===== src/hw/rtl/rtse_pkg.sv =====
// Shared constants, codes and types of the record table sort engine.
// Depends on nothing; imported by every module of the block.
`default_nettype none
package rtse_pkg;
  localparam int SLOTS          = 32;
  localparam int NAME_WORDS     = 7;
  localparam int NAME_MAX_BYTES = 49;
  localparam int MAX_RESULTS    = 32;

  localparam int SLOT_W = $clog2(SLOTS);
  localparam int WORD_W = (NAME_WORDS > 1) ? $clog2(NAME_WORDS) : 1;
  localparam int ADDR_W = $clog2(SLOTS * NAME_WORDS);
  localparam int CNT_W  = $clog2(MAX_RESULTS);
  localparam int ID_W   = 27;
  localparam int AGE_W  = 8;

  localparam logic [2:0] OP_STAGE  = 3'd0;
  localparam logic [2:0] OP_INSERT = 3'd1;
  localparam logic [2:0] OP_DELETE = 3'd2;
  localparam logic [2:0] OP_SORT   = 3'd3;
  localparam logic [2:0] OP_READ   = 3'd4;

  localparam logic [2:0] ST_OK        = 3'd0;
  localparam logic [2:0] ST_FULL      = 3'd1;
  localparam logic [2:0] ST_DUP       = 3'd2;
  localparam logic [2:0] ST_BAD_AGE   = 3'd3;
  localparam logic [2:0] ST_NOT_FOUND = 3'd4;

  typedef struct packed {
    logic differ;
    logic a_gt;
  } cmp_t;

  typedef struct packed {
    logic [2:0]       status;
    logic [4:0]       slot;
    logic [ID_W-1:0]  id;
    logic [AGE_W-1:0] age;
    logic             active;
    logic [63:0]      word;
  } res_t;
endpackage
`default_nettype wire


===== src/hw/rtl/rtse_cmp_unit.sv =====
// Shared compare unit of the sort: one name word pair or one id pair per use.
// Depends on rtse_pkg for the id width and the compare result type.
`default_nettype none
module rtse_cmp_unit (
  input  wire logic [63:0]            a_word,
  input  wire logic [63:0]            b_word,
  input  wire logic [rtse_pkg::ID_W-1:0] a_id,
  input  wire logic [rtse_pkg::ID_W-1:0] b_id,
  input  wire logic                   use_id,
  output rtse_pkg::cmp_t              result
);
  import rtse_pkg::*;

  // compare words as unsigned big-endian byte strings, ids as unsigned numbers
  always_comb begin
    if (use_id) begin
      result.differ = (a_id != b_id);
      result.a_gt   = (a_id > b_id);
    end else begin
      result.differ = (a_word != b_word);
      result.a_gt   = (a_word > b_word);
    end
  end
endmodule
`default_nettype wire


===== config.mk =====
export PLATFORM = sky130hd
export DESIGN_NAME = rtse_cmp_unit
export DESIGN_NICKNAME = d
export VERILOG_FILES = /design/src/hw/rtl/rtse_pkg.sv /design/src/hw/rtl/rtse_cmp_unit.sv
export SDC_FILE = /design/constraint.sdc
export NUM_CORES = 1
export LEC_CHECK = 0
export BUFFER_PORTS_ARGS = -buffer_cell sky130_fd_sc_hd__buf_4
export CORE_ASPECT_RATIO = 0.7
export CORE_MARGIN = 2
export CORE_UTILIZATION = 42
export DETAILED_ROUTE_END_ITERATION = 7
export GPL_TIMING_DRIVEN = 0
export PLACE_DENSITY = 0.87
export SYNTH_ARGS = -nofsm -noshare
export SYNTH_HDL_FRONTEND = slang
export SYNTH_SLANG_ARGS = --single-unit

===== constraint.sdc =====
create_clock -name vclk -period 3
set_input_delay 0.45 -clock vclk [all_inputs]
set_output_delay 0.45 -clock vclk [all_outputs]
set_load 0.03 [all_outputs]

==> results of run 1 <==
==> kinds of logic after synthesis <==
group	count (synthesis)	synth area share, %
fa+ha+maj	91	49.2
buf+inv	91	14.8
compound gates	77	20.9
simple gates	64	15.1
==> final timing paths <==
| path | start | end | slack (ps) |
|---|---|---|---|
| setup / recovery | a_word[9] | result[0] | 140 |
| hold / removal | use_id | result[1] | 1270 |
==> what timing repair did <==
action	4_1_cts	5_1_grt
pin swaps	0	1
resized for setup	1	2
endpoints found under the setup margin	1	2
buffers inserted	0	1
==> power by group through the flow <==
| stage | Combinational, mW | Sequential [mW] | Clock (mW) |
|---|---|---|---|
| 5_1_grt | 0.524 | 0 | 0 |
| 4_1_cts | 0.464 | 0 | 0 |
| 2_1_floorplan | 0.219 | 0 | 0 |
| 3_3_place_gp | 0.443 | 0 | 0 |
| 6_report | 0.460 | 0 | 0 |
| 3_5_place_dp | 0.459 | 0 | 0 |
==> stage by stage <==
| step | setup slack, ps | utilization [%] | TNS (ps) |
|---|---|---|---|
| after detailed placement | -72.5 | 71.8 | -72.5 |
| after CTS | 4.36 | 71.9 | 0 |
| final | 141 | 72.3 | 0 |
| after floorplan | 258 | - | 0 |
| after global routing | 19.2 | 72.3 | 0 |
| after global placement | -107 | 71.8 | -107 |
==> Yosys cell counts, types with 2 or more instances <==
library cell / n / area (um^2)
nand2_1: 18 / 67.6
nor3_1: 4 / 20.0
nor2_1: 9 / 33.8
o21bai_1: 2 / 15.0
nor2b_1: 3 / 18.8
nand3_1: 6 / 30.0
ha_1: 91 / 1140
a21o_1: 16 / 120
a21oi_1: 30 / 150
inv_1: 91 / 342
nand4_1: 15 / 93.8
a211oi_1: 7 / 52.6
o21ai_0: 11 / 55.1
nor4_2: 2 / 25.0
==> layout make-up <==
cell class                      count  share of cell area [%]
Multi-Input combinational cell    232                    52.2
Tap cell                           72                    2.36
Timing Repair Buffer              186                    36.5
Inverter                           91                    8.94
==> cell usage in the layout (no fill, tap or decap), types with 2 or more instances in the layout <==
cell type,Yosys,final
nand3_1,6,5
ha_1,91,91
nor2b_1,3,3
o21ai_0,11,11
nor3_1,4,4
a21oi_1,30,30
a211oi_1,7,7
nor2_1,9,9
buf_4,0,186
inv_1,91,91
nor4_4,0,2
a21o_1,16,16
nand2_1,18,18
nand4_1,15,15
o21bai_1,2,2
==> per-layer routing <==
layer / vias up / part of all wire (%) / global-route usage [%]
met3: 6 / 8.7 / 3.76
met1: 1221 / 41 / 23.8
met4: 0 / 0.63 / 2.57
met5: - / 0 / 0
met2: 106 / 49 / 40.0
li1: 1494 / - / -
==> results.md, run 1 <==
- Status: finished clean
- Final WL: 6710 um
- Routability cong.: 0.796
- Synth Instances: 323
- WP buf/inv: 2
- Power, Total: 460 uW
- LEAKAGE: 2.41 nW
- DR vias/cell: 4.87
- CP max stage delay: 520 ps
- Final min period: 2860 ps
- DR iter-0 viols: 46
- Sw power: 184 uW
- # port buffers: 185
- Height of the die: 66.1 um
- Placeable Area: 5290 um^2
- Starting Density: 43.8%
- CP cell instances: buf_4 -> ha_1 -> nand4_1 -> nor3_1 -> a21boi_0 -> or4b_4 -> a221oi_2 -> o21a_1 -> o21bai_1 -> buf_4
- Sequential cell count: 0
- Critical path startpoint category: input port
- CP Depth: 10
- Congestion Overflow GR: 0
- Area of the multi-input gates: 1990 um^2
- WP data required: 2550 ps
- Nets: 785
- Internal: 276 uW
- Worst vdd ir: 71.5 uV
- Fin crit share: 95.3%
- Routed len/inst: 11.6 um
- IO Count: 185
- Total area of sequential cells: 0 um^2
- Comb pwr share: 100.0%
- Slowest CP cell: or4b_4
- Rows: 22
- Clock power share: 0%
- DR vias: 2,827
- Post-synthesis cell type count: 32
- WHS Path Cells: 4
- Final Max Tran Viols: 0
- Share of post-route cells with drive strength above 1: 37.9%
- Chip width: 92.7 um
- Layout area overhead: 65.2%
- Mapped cell area: 2310 um^2
- TritonRoute pass-1 iters: 4
- ANT nets after route: 0
- Switching Share: 39.9%
- Crit end category: primary output
- Final cell count without fillers: 581
- HP Class: in -> out
- FMAX: 350 MHz
- Hold Violations, Final: 0
- Via count of the first global-routing pass: 2,604
- # hold bufs at CTS: 0
- Die area: 6130 um^2
- Fillers: 424
- Most used cell, CP: buf_4
- Maxcap violations: 0
- Largest net degree at the start of global routing: 4
- Post-Place Cell Area: 3790 um^2
- Final setup viols: 0
- Worst path top cell family by delay: simple AND/OR/NAND/NOR gates
- Initial antenna violation count: 0
- PD cells: 120 nW/um^2
- Hpwl dp: 6380 um
- Avg Cell Area, Syn: 7.16 um^2
- Type of the worst setup path: in -> out
- Fin Hold WS: 1270 ps
- Warning count from the yosys run: 0
- RSZ-0062 raised after global routing: no
- First-pass GRT wire length: 10,500 um
- Clock Buffer Count: 0
- Placed insts: 580
- Total track usage: 20.4%
- Ant. Diodes: 0
- WP data arrival: 2410 ps
- Worst Path Max Fanout: 2
- Slew @ Worst Pin: 380 ps
- Final Instance Area: 3820 um^2
- Syn_nets: 597
- DR DRC count: 0
- Reg power frac: 0%
- Worst rel slew slack: 74.0%
- Post-synthesis sequential area ratio: 0%
(Power assumes the default switching activity.)
==> run 2: changes to the inputs <==
Settings changed: MAX_ROUTING_LAYER set to met4, PLACE_DENSITY 0.87 to 0.91.
==> run 2 against run 1 <==
  * Utilization grew 1.1 points
  * Via count grew 0.42%
  * Non-clock buffer count grew 2
  * Count of clock-buffer cells in the layout is the same
  * Sequential share of layout area is the same
  * Die area is the same
  * Flip-flop and latch count is the same
  * Worst setup slack lost 4.2 ps
  * First-iteration DRC count grew 59%
  * Global-route usage grew 2.8 points
  * Design area grew 1.5%
  * Critical path type unchanged
==> results.md, run 2 (synthesized netlist as in run 1, its figures left out) <==
- Total track usage: 23.2% (was 20.4%)
- Post-Place Cell Area: 3790 um^2 (unchanged)
- Most common cell after layout, fill and taps aside: buf_4 (unchanged)
- Ant. Diodes: 0 (unchanged)
- Critical path startpoint category: input port (unchanged)
- # hold bufs at CTS: 0 (unchanged)
- Most used cell, CP: buf_4 (unchanged)
- DR vias/cell: 4.87 (about the same)
- Type of the worst setup path: in -> out (unchanged)
- Final WL: 7300 um (was 6710 um)
- Hpwl dp: 6740 um (was 6380 um)
- Starting Density: 43.8% (unchanged)
- Sw power: 196 uW (was 184 uW)
- Setup_tns: 0 ps (unchanged)
- DR iter-0 viols: 73 (was 46)
- Hold Violations, Final: 0 (unchanged)
- Clock power share: 0% (about the same)
- Place WS: -110 ps (was -72.5 ps)
- TritonRoute pass-1 iters: 4 (unchanged)
- First-pass GRT wire length: 11,600 um (was 10,500 um)
- Worst vdd ir: 68.9 uV (was 71.5 uV)
- Slew @ Worst Pin: 429 ps (was 380 ps)
- Clock Buffer Count: 0 (unchanged)
- Final Max Tran Viols: 0 (unchanged)
- Share of post-route cells with drive strength above 1: 38.6% (was 37.9%)
- Switching Share: 40.9% (was 39.9%)
- FMAX: 349 MHz (was 350 MHz)
- Total area of sequential cells: 0 um^2 (unchanged)
- Fin Hold WS: 1260 ps (was 1270 ps)
- Reg power frac: 0% (about the same)
- WP data arrival: 2410 ps (about the same)
- Via count of the first global-routing pass: 2,882 (was 2,604)
- Slowest CP cell: or4b_4 (unchanged)
- ANT nets after route: 0 (unchanged)
- PD cells: 124 nW/um^2 (was 120 nW/um^2)
- Status: finished clean (unchanged)
- Largest net degree at the start of global routing: 4 (unchanged)
- Layout area overhead: 67.7% (was 65.2%)
- Fillers: 419 (was 424)
- Fin crit share: 95.4% (was 95.3%)
- Area of the multi-input gates: 2040 um^2 (was 1990 um^2)
- CP cell instances: buf_4 -> ha_1 -> a21o_1 -> nand3_1 -> a21oi_1 -> or4b_4 -> a221oi_2 -> o21a_1 -> o21bai_1 -> buf_4 (was buf_4 -> ha_1 -> nand4_1 -> nor3_1 -> a21boi_0 -> or4b_4 -> a221oi_2 -> o21a_1 -> o21bai_1 -> buf_4)
- Worst rel slew slack: 70.6% (was 74.0%)
- Height of the die: 66.1 um (unchanged)
- Comb pwr share: 100.0% (about the same)
- Final setup viols: 0 (unchanged)
- Most frequent cells in the layout: buf_4 (188), inv_1 (91), ha_1 (88), a21oi_1 (30), nand2_1 (18) (was buf_4 (186), inv_1 (91), ha_1 (91), a21oi_1 (30), nand2_1 (18))
- # port buffers: 185 (unchanged)
- Routability cong.: 0.798 (was 0.796)
- Internal: 284 uW (was 276 uW)
- Worst Path Max Fanout: 2 (unchanged)
- Chip width: 92.7 um (unchanged)
- Routed len/inst: 12.5 um (was 11.6 um)
- Nets: 787 (was 785)
- CP max stage delay: 550 ps (was 520 ps)
- Rows: 22 (unchanged)
- Power, Total: 480 uW (was 460 uW)
- Placeable Area: 5290 um^2 (unchanged)
- DR vias: 2,839 (was 2,827)
- WP data required: 2550 ps (about the same)
- Final min period: 2860 ps (about the same)
- Congestion Overflow GR: 0 (unchanged)
- IO Count: 185 (unchanged)
- Sequential cell count: 0 (unchanged)
- Final Instance Area: 3880 um^2 (was 3820 um^2)
- Initial antenna violation count: 0 (unchanged)
- HP Class: in -> out (unchanged)
- Die area: 6130 um^2 (unchanged)
- Final worst slack: 137 ps (was 141 ps)
- Crit end category: primary output (unchanged)
- Maxcap violations: 0 (unchanged)
- DR DRC count: 0 (unchanged)
- LEAKAGE: 2.42 nW (was 2.41 nW)
==> run 2: cell count changes in the layout (fill, tap and decap cells not counted), sizes merged <==
cell	before	now
buf	186	188
==> run 2: path summary, 6_finish.rpt <==
check | from | endpoint | slack, ps | cells past startpoint
max | a_word[9] | result[0] | 140 | 10
min | use_id | result[1] | 1260 | 4
==> run 2: final cells by class <==
class	count	share of cell area, %
tap	72	2.32
timing repair buffer	188	36.4
multi-input combinational	232	52.5
inverter	91	8.81
==> run 2: power by group through the flow <==
stage	logic, mW	clock network (mW)	registers, mW
floorplan	0.219	0	0
global placement	0.444	0	0
detailed placement	0.467	0	0
CTS	0.472	0	0
global route	0.546	0	0
finish	0.480	0	0
==> run 2: routing by layer <==
metal,wire (um),GRT usage (%),vias to the layer above
li1,-,-,1499
met1,2900,25.1,1222
met2,3770,47.4,110
met3,537,2.74,8
met4,91,2.02,0
met5,0,-,-
==> run 2: worst max-delay path, delay by kind of cell <==
family,cells,cell delay (ps)
AOI/OAI and AO/OA,5,770
adders and majority gates,1,300
buffers and inverters,2,280
and+or+nand+nor,2,630
==> run 2: per-stage QoR <==
stage	utilization (%)	instances
after floorplan	-	323
after global placement	71.8	580
after detailed placement	71.8	580
after CTS	72.1	580
after global routing	73.4	583
final	73.4	583
==> run 2: timing repair <==
action,in CTS,in global routing
pin swaps,0,4
gates resized for setup,2,4
gates cloned,0,0
buffers inserted,0,3
endpoints found under the setup margin,1,1
